===== src/rtl/core/tnp_pkg.sv =====
`timescale 1ns / 1ps

package tnp_pkg;

  // Telnet command bytes
  localparam logic [7:0] TN_IAC  = 8'hFF;
  localparam logic [7:0] TN_WILL = 8'hFB;
  localparam logic [7:0] TN_WONT = 8'hFC;
  localparam logic [7:0] TN_DO   = 8'hFD;
  localparam logic [7:0] TN_DONT = 8'hFE;
  localparam logic [7:0] TN_SB   = 8'hFA;
  localparam logic [7:0] TN_SE   = 8'hF0;

  // Options this side knows
  localparam logic [7:0] OPT_ECHO = 8'd1;
  localparam logic [7:0] OPT_SGA  = 8'd3;
  localparam logic [7:0] OPT_NAWS = 8'd31;

  // Result kinds on the output
  localparam logic [2:0] KIND_DATA   = 3'd0;
  localparam logic [2:0] KIND_REPLY  = 3'd1;
  localparam logic [2:0] KIND_WSIZE  = 3'd2;
  localparam logic [2:0] KIND_DISC   = 3'd3;
  localparam logic [2:0] KIND_AGREED = 3'd4;

  // Job codes passed from the parser to the emitter
  localparam logic [2:0] JOB_DATA  = 3'd0;
  localparam logic [2:0] JOB_DENY  = 3'd1;
  localparam logic [2:0] JOB_WSIZE = 3'd2;
  localparam logic [2:0] JOB_DISC  = 3'd3;
  localparam logic [2:0] JOB_AGREE = 3'd4;

  // One job: expands to one result, or three for a denial
  typedef struct packed {
    logic [2:0]  code;
    logic [7:0]  value;   // data byte or option code
    logic [7:0]  cmd;     // deny command byte
    logic [15:0] width;
    logic [15:0] height;
  } job_t;

endpackage


===== src/rtl/core/telnet_option_stream_parser.sv =====
`timescale 1ns / 1ps

// Channel   Handshake          Payload
// input     push / full        rx_byte
// result    empty / pop        out_kind, out_value, window_width, window_height,
//                              last_of_run
//
// One byte is accepted per cycle while the job queue has room; a result
// passes through the job queue and then the output register.
// A denial takes three result beats from the emitter, but it comes from a
// three-byte command, so with pop held high the input never stalls; the
// lag a denial adds to later results is absorbed by the queue.
// rst is synchronous: parser back to DATA, queue and output register empty.
// A stalled pop holds the result register; the parser keeps taking bytes
// until the QUEUE_DEPTH-entry job queue is full.

module telnet_option_stream_parser
  import tnp_pkg::*;
#(
  parameter int QUEUE_DEPTH = 4
) (
  input  logic        clk,
  input  logic        rst,
  input  logic        push,
  output logic        full,
  input  logic [7:0]  rx_byte,
  output logic        empty,
  input  logic        pop,
  output logic [2:0]  out_kind,
  output logic [7:0]  out_value,
  output logic [15:0] window_width,
  output logic [15:0] window_height,
  output logic        last_of_run
);

  logic accept;
  logic new_valid;
  job_t new_job;
  job_t head_job;
  logic head_avail;
  logic head_done;

  assign accept = push && !full;

  // Byte parser
  tnp_front u_front (
    .clk       (clk),
    .rst       (rst),
    .accept    (accept),
    .rx_byte   (rx_byte),
    .job_valid (new_valid),
    .job       (new_job)
  );

  // Job queue between parser and emitter
  tnp_fifo #(
    .DEPTH (QUEUE_DEPTH)
  ) u_fifo (
    .clk      (clk),
    .rst      (rst),
    .wr_en    (accept && new_valid),
    .wr_data  (new_job),
    .rd_en    (head_done),
    .rd_data  (head_job),
    .nonempty (head_avail),
    .full     (full)
  );

  // Result emitter
  tnp_back u_back (
    .clk           (clk),
    .rst           (rst),
    .job_avail     (head_avail),
    .job           (head_job),
    .job_done      (head_done),
    .pop           (pop),
    .empty         (empty),
    .out_kind      (out_kind),
    .out_value     (out_value),
    .window_width  (window_width),
    .window_height (window_height),
    .last_of_run   (last_of_run)
  );

endmodule


===== src/rtl/core/tnp_front.sv =====
`timescale 1ns / 1ps

module tnp_front
  import tnp_pkg::*;
(
  input  logic       clk,
  input  logic       rst,
  input  logic       accept,
  input  logic [7:0] rx_byte,
  output logic       job_valid,
  output job_t       job
);

  localparam logic [2:0] ST_DATA    = 3'd0;
  localparam logic [2:0] ST_IAC     = 3'd1;
  localparam logic [2:0] ST_COMMAND = 3'd2;
  localparam logic [2:0] ST_SB      = 3'd3;
  localparam logic [2:0] ST_SBDATA  = 3'd4;
  localparam logic [2:0] ST_SBIAC   = 3'd5;

  logic [2:0] state, state_next;
  logic [7:0] pending_command, pending_command_next;
  logic [7:0] sub_option, sub_option_next;
  logic [2:0] sub_count, sub_count_next;
  logic [7:0] sub_bytes [4];
  logic       sub_wr;
  logic       sub_push;
  logic [7:0] allow_cmd;
  logic [7:0] deny_cmd;
  logic [7:0] ours_cmd;
  logic       known_opt;

  // Reply that would agree with the peer, and the denial
  always_comb begin
    unique case (pending_command)
      TN_WILL: begin allow_cmd = TN_DO;   deny_cmd = TN_DONT; end
      TN_DO:   begin allow_cmd = TN_WILL; deny_cmd = TN_WONT; end
      TN_WONT: begin allow_cmd = TN_DONT; deny_cmd = TN_DO;   end
      TN_DONT: begin allow_cmd = TN_WONT; deny_cmd = TN_WILL; end
      default: begin allow_cmd = 8'd0;    deny_cmd = 8'd0;    end
    endcase
  end

  // Fixed option table
  always_comb begin
    unique case (rx_byte)
      OPT_ECHO: begin known_opt = 1'b1; ours_cmd = TN_WILL; end
      OPT_SGA:  begin known_opt = 1'b1; ours_cmd = TN_WILL; end
      OPT_NAWS: begin known_opt = 1'b1; ours_cmd = TN_DO;   end
      default:  begin known_opt = 1'b0; ours_cmd = 8'd0;    end
    endcase
  end

  // Parser state machine and job classification
  always_comb begin
    state_next           = state;
    pending_command_next = pending_command;
    sub_option_next      = sub_option;
    sub_push             = 1'b0;
    job_valid            = 1'b0;
    job                  = '0;
    sub_count_next       = sub_count;
    unique case (state)
      ST_IAC: begin
        if (rx_byte == TN_WILL || rx_byte == TN_WONT ||
            rx_byte == TN_DO || rx_byte == TN_DONT) begin
          state_next           = ST_COMMAND;
          pending_command_next = rx_byte;
        end else if (rx_byte == TN_SB) begin
          state_next = ST_SB;
        end else if (rx_byte == TN_IAC) begin
          state_next = ST_DATA;
          job_valid  = 1'b1;
          job.code   = JOB_DATA;
          job.value  = rx_byte;
        end else begin
          state_next = ST_DATA;
        end
      end
      ST_COMMAND: begin
        state_next = ST_DATA;
        job_valid  = 1'b1;
        job.value  = rx_byte;
        if (!known_opt) begin
          job.code = JOB_DENY;
          job.cmd  = deny_cmd;
        end else if (ours_cmd != allow_cmd) begin
          job.code  = JOB_DISC;
          job.value = 8'd0;
        end else begin
          job.code = JOB_AGREE;
        end
      end
      ST_SB: begin
        sub_option_next = rx_byte;
        state_next      = ST_SBDATA;
      end
      ST_SBDATA: begin
        if (rx_byte == TN_IAC) begin
          state_next = ST_SBIAC;
        end else begin
          sub_push = 1'b1;
        end
      end
      ST_SBIAC: begin
        if (rx_byte == TN_SE) begin
          state_next     = ST_DATA;
          sub_count_next = 3'd0;
          if (sub_count == 3'd4 && sub_option == OPT_NAWS) begin
            job_valid  = 1'b1;
            job.code   = JOB_WSIZE;
            job.width  = {sub_bytes[0], sub_bytes[1]};
            job.height = {sub_bytes[2], sub_bytes[3]};
          end
        end else if (rx_byte == TN_IAC) begin
          sub_push   = 1'b1;
          state_next = ST_SBDATA;
        end else begin
          state_next = ST_DATA;
        end
      end
      default: begin
        // DATA and unused encodings
        if (rx_byte == TN_IAC) begin
          state_next = ST_IAC;
        end else begin
          state_next = ST_DATA;
          job_valid  = 1'b1;
          job.code   = JOB_DATA;
          job.value  = rx_byte;
        end
      end
    endcase
    // Saturating buffer count, first four bytes kept
    sub_wr = sub_push && !sub_count[2];
    if (sub_push && sub_count != 3'd7) begin
      sub_count_next = sub_count + 3'd1;
    end
  end

  // Parser registers
  always_ff @(posedge clk) begin
    if (rst) begin
      state           <= ST_DATA;
      pending_command <= 8'd0;
      sub_option      <= 8'd0;
      sub_count       <= 3'd0;
    end else if (accept) begin
      state           <= state_next;
      pending_command <= pending_command_next;
      sub_option      <= sub_option_next;
      sub_count       <= sub_count_next;
    end
  end

  // Subnegotiation buffer
  always_ff @(posedge clk) begin
    if (accept && sub_wr) begin
      sub_bytes[sub_count[1:0]] <= rx_byte;
    end
  end

endmodule


===== src/rtl/core/tnp_fifo.sv =====
`timescale 1ns / 1ps

module tnp_fifo
  import tnp_pkg::*;
#(
  parameter int DEPTH = 4
) (
  input  logic clk,
  input  logic rst,
  input  logic wr_en,
  input  job_t wr_data,
  input  logic rd_en,
  output job_t rd_data,
  output logic nonempty,
  output logic full
);

  localparam int PTR_W = (DEPTH > 1) ? $clog2(DEPTH) : 1;
  localparam int CNT_W = $clog2(DEPTH + 1);

  job_t             mem [DEPTH];
  logic [PTR_W-1:0] wr_ptr;
  logic [PTR_W-1:0] rd_ptr;
  logic [CNT_W-1:0] count;

  assign rd_data  = mem[rd_ptr];
  assign nonempty = (count != '0);
  assign full     = (count == CNT_W'(DEPTH));

  // Storage
  always_ff @(posedge clk) begin
    if (wr_en) begin
      mem[wr_ptr] <= wr_data;
    end
  end

  // Pointers and fill level
  always_ff @(posedge clk) begin
    if (rst) begin
      wr_ptr <= '0;
      rd_ptr <= '0;
      count  <= '0;
    end else begin
      if (wr_en) begin
        wr_ptr <= (wr_ptr == PTR_W'(DEPTH - 1)) ? '0 : wr_ptr + PTR_W'(1);
      end
      if (rd_en) begin
        rd_ptr <= (rd_ptr == PTR_W'(DEPTH - 1)) ? '0 : rd_ptr + PTR_W'(1);
      end
      if (wr_en && !rd_en) begin
        count <= count + CNT_W'(1);
      end else if (rd_en && !wr_en) begin
        count <= count - CNT_W'(1);
      end
    end
  end

endmodule


===== src/rtl/core/tnp_back.sv =====
`timescale 1ns / 1ps

module tnp_back
  import tnp_pkg::*;
(
  input  logic        clk,
  input  logic        rst,
  input  logic        job_avail,
  input  job_t        job,
  output logic        job_done,
  input  logic        pop,
  output logic        empty,
  output logic [2:0]  out_kind,
  output logic [7:0]  out_value,
  output logic [15:0] window_width,
  output logic [15:0] window_height,
  output logic        last_of_run
);

  logic       out_valid;
  logic [1:0] beat;
  logic       load;
  logic       last_beat;
  logic [2:0] kind_next;
  logic [7:0] value_next;

  assign empty     = !out_valid;
  assign load      = job_avail && (!out_valid || pop);
  assign last_beat = (job.code != JOB_DENY) || (beat == 2'd2);
  assign job_done  = load && last_beat;

  // Result beat for the head job
  always_comb begin
    unique case (job.code)
      JOB_DENY: begin
        kind_next = KIND_REPLY;
        case (beat)
          2'd0:    value_next = TN_IAC;
          2'd1:    value_next = job.cmd;
          default: value_next = job.value;
        endcase
      end
      JOB_WSIZE: begin kind_next = KIND_WSIZE;  value_next = 8'd0;      end
      JOB_DISC:  begin kind_next = KIND_DISC;   value_next = 8'd0;      end
      JOB_AGREE: begin kind_next = KIND_AGREED; value_next = job.value; end
      default:   begin kind_next = KIND_DATA;   value_next = job.value; end
    endcase
  end

  // Output valid and beat counter
  always_ff @(posedge clk) begin
    if (rst) begin
      out_valid <= 1'b0;
      beat      <= 2'd0;
    end else begin
      if (load) begin
        out_valid <= 1'b1;
        beat      <= last_beat ? 2'd0 : beat + 2'd1;
      end else if (pop) begin
        out_valid <= 1'b0;
      end
    end
  end

  // Output payload register
  always_ff @(posedge clk) begin
    if (load) begin
      out_kind      <= kind_next;
      out_value     <= value_next;
      window_width  <= (job.code == JOB_WSIZE) ? job.width : 16'd0;
      window_height <= (job.code == JOB_WSIZE) ? job.height : 16'd0;
      last_of_run   <= last_beat;
    end
  end

endmodule


===== config.mk =====
export PLATFORM = sky130hd
export DESIGN_NAME = telnet_option_stream_parser
export DESIGN_NICKNAME = d
export VERILOG_FILES = /design/src/rtl/core/tnp_pkg.sv /design/src/rtl/core/telnet_option_stream_parser.sv /design/src/rtl/core/tnp_front.sv /design/src/rtl/core/tnp_fifo.sv /design/src/rtl/core/tnp_back.sv
export SDC_FILE = /design/constraint.sdc
export NUM_CORES = 1
export LEC_CHECK = 0
export BUFFER_PORTS_ARGS = -buffer_cell sky130_fd_sc_hd__buf_4
export CAP_MARGIN = 20
export CORE_MARGIN = 5
export CORE_UTILIZATION = 45
export CTS_BUF_LIST = sky130_fd_sc_hd__clkbuf_8 sky130_fd_sc_hd__clkbuf_16
export CTS_CLUSTER_DIAMETER = 200
export CTS_CLUSTER_SIZE = 16
export DETAILED_ROUTE_END_ITERATION = 7
export GPL_ROUTABILITY_DRIVEN = 0
export PLACE_DENSITY = 0.72
export SKIP_LAST_GASP = 1
export SYNTH_ARGS = -nofsm -noshare
export SYNTH_HDL_FRONTEND = slang
export SYNTH_SLANG_ARGS = --single-unit

===== constraint.sdc =====
create_clock -name clk -period 13.5 [get_ports clk]
set_clock_uncertainty 0.15 [all_clocks]
set_input_delay 2.7 -clock clk [delete_from_list [all_inputs] [get_ports clk]]
set_output_delay 2.7 -clock clk [all_outputs]
set_load 0.03 [all_outputs]

==> results of run 1 <==
-- metrics by stage --
step	util (%)	hold slack [ns]	power [mW]	area (um2)	setup WS [ns]
CTS	50.74	0.2985	2.561	13110	7.936
detailed placement	48.28	0.2873	1.970	12470	7.394
finish	50.74	0.2991	2.520	13110	7.889
global placement	48.28	0.2823	1.962	12470	7.486
global route	50.74	0.3318	2.654	13110	7.618
floorplan	-	0.2756	1.747	11690	6.792
-- layout by cell type, fill, tap and decap left out, types with 2 or more instances in the layout --
cell       synthesis  layout
or4_1              2       2
nor4b_1            2       2
dfxtp_1           34      32
and4_1             2       2
xnor2_1            2       2
a21oi_1           23      22
or3_1              4       4
and3_2             0       4
nand2_1           13      13
buf_4              0      65
nor4bb_1           2       2
inv_1             26      42
a21boi_0           2       2
dfxtp_2            0       2
and2_1             6       6
nor2b_1           36      36
nand3_1            9       9
nor3b_1            4       4
clkbuf_16          0      22
and3_1            40      36
edfxtp_1         264     264
ha_1              14      14
o21ai_0           19      19
nor3_1             7       7
a21o_1             2       2
mux4_2            47      47
mux2i_1           17      17
o21a_1             2       2
o22ai_1            4       4
nand2b_1           5       5
or2_2              6       6
nor2_1            33      33
xor2_1             3       3
nand4_1            5       5
-- worst reg2reg max path, cell delays in order (launching register included) --
cell     delay, ns
dfxtp_2       0.32
buf_4         0.67
mux4_2        0.73
or3b_4        0.47
o21a_4        0.24
inv_1         0.07
ha_1          0.17
inv_1         0.07
fa_1          0.43
xor2_1        0.17
or3_1         0.30
a21oi_1       0.13
-- per-layer routing --
metal	global-route usage, %	vias up	wire length (um)
met4	4.099	0	477
li1	-	2732	-
met2	23.58	147	10070
met1	20.52	2956	9420
met3	1.918	31	1047
met5	0	-	0
-- cell families after synthesis --
| family | share of synthesized area [%] |
|---|---|
| compound gates | 3.126 |
| xor+xnor | 0.3748 |
| fa+ha+maj | 1.670 |
| buf+inv | 2.023 |
| flops | 73.65 |
| mux | 10.51 |
| simple gates | 8.639 |
-- cell type report --
type / instances / area share [%]
sequential: 298 / 65.68
timing repair buffer: 65 / 3.722
tap: 335 / 3.197
clock buffer: 22 / 4.199
inverter: 26 / 0.7444
clock inverter: 18 / 0.6490
multi-input combinational: 323 / 21.81
-- state kept, by name (all words and copies together) (netlist names), 3 cells and up, named ones only --
name	count
u_back.out_kind	3
u_back.out_value	8
u_back.window_height	16
u_back.window_width	16
u_fifo.count	3
u_fifo.mem	188
u_front.pending_command	8
u_front.state	3
u_front.sub_bytes	32
u_front.sub_count	3
u_front.sub_option	8
-- power breakdown --
part,leakage [nW],switching [mW],internal [mW]
clock network,0.367,0.291,0.297
logic,1.48,0.426,0.296
registers,2.88,0.0405,1.17
total,4.73,0.757,1.76
-- path summary, 6_finish.rpt --
kind / cells past startpoint / slack, ns / to
max reg2reg: 11 / 9.52 / u_fifo.count[2]
min reg2reg: 2 / 0.30 / u_front.pending_command[3]
max: 11 / 7.89 / u_fifo.count[2]
min: 2 / 0.30 / u_front.pending_command[3]
==> impl_metrics.env, run 1 <==
export IMPL_post_dp_hpwl_um=13070
export IMPL_worstPathMaxFanout=34
export IMPL_final_setup_tns_ns=0
export IMPL_portBuffers=57
export IMPL_fillerInstances=2091
export IMPL_cts_repair_resized=0
export IMPL_cts_made_buffers=22
export IMPL_seq_area_frac_synth_pct=73.65
export IMPL_fin_crit_ns=5.611
export IMPL_start_util_pct=45.23
export IMPL_postSynthCellCount=680
export IMPL_async_flop_share_pct=0
export IMPL_syn2layout_area_growth_pct=12.17
export IMPL_drt_pass1_iterations=5
export IMPL_synth_common_cells="264 x edfxtp_1, 47 x mux4_2, 40 x and3_1, 36 x nor2b_1, 34 x dfxtp_1"
export IMPL_setup_viol_count_final=0
export IMPL_cts_htree_levels=1
export IMPL_multi_input_area_um2=2859
export IMPL_ios=58
export IMPL_ys_flop_type="edfxtp_1"
export IMPL_grt_max_degree=48
export IMPL_run_status="finished, final reports clean"
export IMPL_drc_errors=0
export IMPL_path_cells="buf_4 > nor4b_1 > and4_1 > a21boi_0 > nor2_1 > ha_1 > inv_1 > fa_1 > xor2_1 > or3_1 > a21oi_1"
export IMPL_timing_final_crit_share_pct=41.56
export IMPL_dp_cells=1047
export IMPL_ir_drop_mv=0.08328
export IMPL_grtUsageTotal_pct=14.41
export IMPL_fin_cells=1087
export IMPL_cts_sinks=298
export IMPL_viasPerCell=5.397
export IMPL_die_area_um2=29300
export IMPL_rows=59
export IMPL_worstHoldPathType="register to register"
export IMPL_ys_ff_latch=298
export IMPL_grt_overflow=0
export IMPL_cts_tree="done"
export IMPL_die_h_um=171.2
export IMPL_seq_area_um2=8611
export IMPL_tightestPinTransition_ns=0.9589
export IMPL_p_per_area_nw_per_um2=192.3
export IMPL_cp_end_kind="register"
export IMPL_drtAntennaViolNets=0
export IMPL_holdBufCountCts=0
export IMPL_cap_violations=0
export IMPL_max_freq_ghz=0.1782
export IMPL_crit_path_start_kind="primary input"
export IMPL_grt_pass1_vias=5780
export IMPL_synthTopCellsByArea="edfxtp_1 68%, mux4_2 9.1%, dfxtp_1 5.8%, and3_1 2.1%, nor2b_1 1.9%"
export IMPL_wl_per_cell_um=19.33
export IMPL_postCtsSetupRepairBufs=0
export IMPL_clock_latency_ns=0.52
export IMPL_slew_violations=0
export IMPL_path_clk_slew_ns=0.07
export IMPL_drt_iter0_drc=581
export IMPL_fp_dieW_um=171.2
export IMPL_hold_viol_final=0
export IMPL_n_antenna_cell=0
export IMPL_synth_top_area_share_pct=67.83
export IMPL_grt_first_pass_wirelength_um=32790
export IMPL_cp_startpoint="rx_byte[1]"
export IMPL_syn_avg_cell_area_um2=17.19
export IMPL_crit_type="primary input to register"
export IMPL_synth_distinct_cells=46
export IMPL_coreArea_um2=25840
export IMPL_slew_headroom_pct=36.08
export IMPL_hp_start="u_front.pending_command[3]"
export IMPL_antenna_found_initial=0
export IMPL_synth_most_common_cell="edfxtp_1"
export IMPL_crit_arrival_ns=5.91
export IMPL_clk_path_buf_depth=3
export IMPL_nets=763
export IMPL_rsz0062_at_grt="no"
export IMPL_synth_edf_count=264
export IMPL_syn_area_um2=11690
export IMPL_cp_slowest_cell="and4_1"
export IMPL_vias=5866
export IMPL_crit_required_ns=13.79
export IMPL_root_buffer="clkbuf_16"
export IMPL_drive_gt1_share_pct=20.21
export IMPL_yosys_warnings=0
export IMPL_crit_buf_inv=2
export IMPL_yosys_area_top_type="edfxtp_1"
export IMPL_syn_nets=707
export IMPL_power_leakage_nw=4.732
export IMPL_slowest_delay_ns=0.85
export IMPL_crit_family="simple AND/OR/NAND/NOR gates"
export IMPL_routed_wl_um=21020
Note: power is estimated with default switching activity, not from simulation.
==> run 2, diff against run 1 <==
--- a/config.mk
+++ b/config.mk
@@ -14,7 +14,7 @@
 export CTS_CLUSTER_SIZE = 16
 export DETAILED_ROUTE_END_ITERATION = 7
 export GPL_ROUTABILITY_DRIVEN = 0
-export PLACE_DENSITY = 0.72
+export PLACE_DENSITY = 0.74
 export SKIP_LAST_GASP = 1
 export SYNTH_ARGS = -nofsm -noshare
 export SYNTH_HDL_FRONTEND = slang
==> constraint.sdc (replaced) <==
create_clock -name clk -period 4.56 [get_ports clk]
set_clock_uncertainty 0.15 [all_clocks]
set_input_delay 0.912 -clock clk [delete_from_list [all_inputs] [get_ports clk]]
set_output_delay 0.912 -clock clk [all_outputs]
set_load 0.03 [all_outputs]
==> impl_metrics.env, run 2 (synthesis gave the netlist of run 1 again) <==
export IMPL_ios=58
export IMPL_antenna_found_initial=0
export IMPL_cts_tree="done"
export IMPL_worstHoldPathType="register to register"
export IMPL_drtAntennaViolNets=0
export IMPL_portBuffers=57
export IMPL_cap_violations=0
export IMPL_fin_cells=1090
export IMPL_worstPathMaxFanout=15
export IMPL_routed_wl_um=21280
export IMPL_die_h_um=171.2
export IMPL_n_antenna_cell=0
export IMPL_timing_final_crit_share_pct=72.86
export IMPL_cts_htree_levels=1
export IMPL_fp_dieW_um=171.2
export IMPL_grt_overflow=0
export IMPL_setup_viol_count_final=0
export IMPL_cts_made_buffers=22
export IMPL_cp_end_kind="register"
export IMPL_nets=766
export IMPL_slew_headroom_pct=52.12
export IMPL_crit_path_start_kind="register"
export IMPL_regMostFlops="u_fifo.mem"
export IMPL_slew_violations=0
export IMPL_cts_repair_resized=0
export IMPL_p_per_area_nw_per_um2=569.9
export IMPL_drc_errors=0
export IMPL_final_cell_mix="264 x edfxtp_1, 68 x buf_4, 47 x mux4_2"
export IMPL_vias=5899
export IMPL_crit_type="register to register"
export IMPL_largest_reg_flops=188
export IMPL_dpl_worst_slack_ns=0.8889
export IMPL_post_dp_hpwl_um=13260
export IMPL_seq_area_um2=8611
export IMPL_grt_pass1_vias=5723
export IMPL_path_clk_slew_ns=0.07
export IMPL_syn2layout_area_growth_pct=12.44
export IMPL_dp_cells=1050
export IMPL_postCtsSetupRepairBufs=0
export IMPL_run_status="finished, final reports clean"
export IMPL_grt_max_degree=48
export IMPL_fillerInstances=2102
export IMPL_holdBufCountCts=0
export IMPL_drive_gt1_share_pct=20.53
export IMPL_grtUsageTotal_pct=14.63
export IMPL_crit_required_ns=4.85
export IMPL_rsz0062_at_grt="no"
export IMPL_layout_commonest_cell="edfxtp_1"
export IMPL_ir_drop_mv=0.2835
export IMPL_max_freq_ghz=0.3010
export IMPL_start_util_pct=45.23
export IMPL_fin_crit_ns=3.323
export IMPL_cts_sinks=298
export IMPL_r2r_setup_slack_ns=1.24
export IMPL_tightestPinTransition_ns=0.7182
export IMPL_wl_per_cell_um=19.52
export IMPL_final_setup_tns_ns=0
export IMPL_r2r_cells=10
export IMPL_drt_pass1_iterations=5
export IMPL_multi_input_area_um2=2859
export IMPL_die_area_um2=29300
export IMPL_clock_latency_ns=0.52
export IMPL_r2r_end="u_fifo.count[2]"
export IMPL_crit_arrival_ns=3.62
export IMPL_slowest_delay_ns=0.58
export IMPL_clk_path_buf_depth=3
export IMPL_hold_viol_final=0
export IMPL_power_leakage_nw=4.753
export IMPL_grt_first_pass_wirelength_um=33260
export IMPL_root_buffer="clkbuf_16"
export IMPL_viasPerCell=5.412
export IMPL_endpoint="u_fifo.count[2]"
export IMPL_coreArea_um2=25840
export IMPL_path_cells="mux4_2 > or3b_4 > o21a_4 > inv_1 > ha_1 > inv_1 > fa_1 > xor2_1 > or3_1 > a21oi_1"
export IMPL_rows=59
export IMPL_timing_critical_path_mode_cell="inv_1"
export IMPL_drt_iter0_drc=514
export IMPL_setup_slack_ns=1.237
export IMPL_cp_slowest_cell="dfxtp_2"
-- run 2: cell types whose count changed in the layout (fill, tap and decap cells not counted), sizes merged --
cell / before / now
buf: 65 / 68
clkbuf: 22 / 23
clkinv: 2 / 1
-- run 2: report_power, final --
| group | switching [mW] | total, mW | internal, mW |
|---|---|---|---|
| clock | 0.859 | 1.77 | 0.910 |
| sequential | 0.145 | 3.61 | 3.46 |
| combinational | 1.23 | 2.11 | 0.880 |
| total | 2.24 | 7.49 | 5.25 |
-- run 2: area by class of cell --
type,instances,area share (%)
well taps,335,3.190
clock buffers,23,4.380
clock inverters,17,0.5237
repair buffers,68,3.885
inverters,26,0.7426
flip-flops and latches,298,65.52
multi-input cells,323,21.76
-- run 2: worst min path at each step --
stage | slack (ns) | startpoint | to | depth (start not counted)
floorplan | 0.28 | u_front.pending_command[4] | u_front.pending_command[4] | 2
global placement | 0.28 | u_front.pending_command[3] | u_front.pending_command[3] | 2
detailed placement | 0.29 | u_front.pending_command[6] | u_front.pending_command[6] | 2
CTS | 0.30 | u_front.pending_command[6] | u_front.pending_command[6] | 2
global route | 0.32 | u_front.pending_command[6] | u_front.pending_command[6] | 2
finish | 0.29 | u_front.pending_command[6] | u_front.pending_command[6] | 2
-- run 2: worst max-delay path, delay by kind of cell (launching register included) --
kind,cells,cell delay [ns]
AO/OA/AOI/OAI,2,0.37
multiplexers,1,0.47
flip-flops,1,0.58
AND/OR/NAND/NOR,2,0.76
XOR/XNOR,1,0.17
buffers and inverters,2,0.14
adder cells (fa/ha/maj),2,0.60
-- run 2: metal layers --
layer / global-route usage (%) / part of all wire (%) / up-vias
met1: 21.45 / 44 / 2944
li1: - / - / 2733
met4: 3.376 / 1.6 / 0
met2: 23.65 / 48 / 189
met5: 0 / 0 / -
met3: 1.941 / 6.3 / 33
-- run 2: metrics by stage --
stage | util, % | hold slack [ns] | area [um2] | power, mW
after floorplan | - | 0.2756 | 11690 | 5.164
after global placement | 48.37 | 0.2825 | 12500 | 5.794
after detailed placement | 48.37 | 0.2878 | 12500 | 5.827
after CTS | 50.86 | 0.2982 | 13140 | 7.584
after global routing | 50.86 | 0.3201 | 13140 | 7.865
final | 50.86 | 0.2948 | 13140 | 7.489
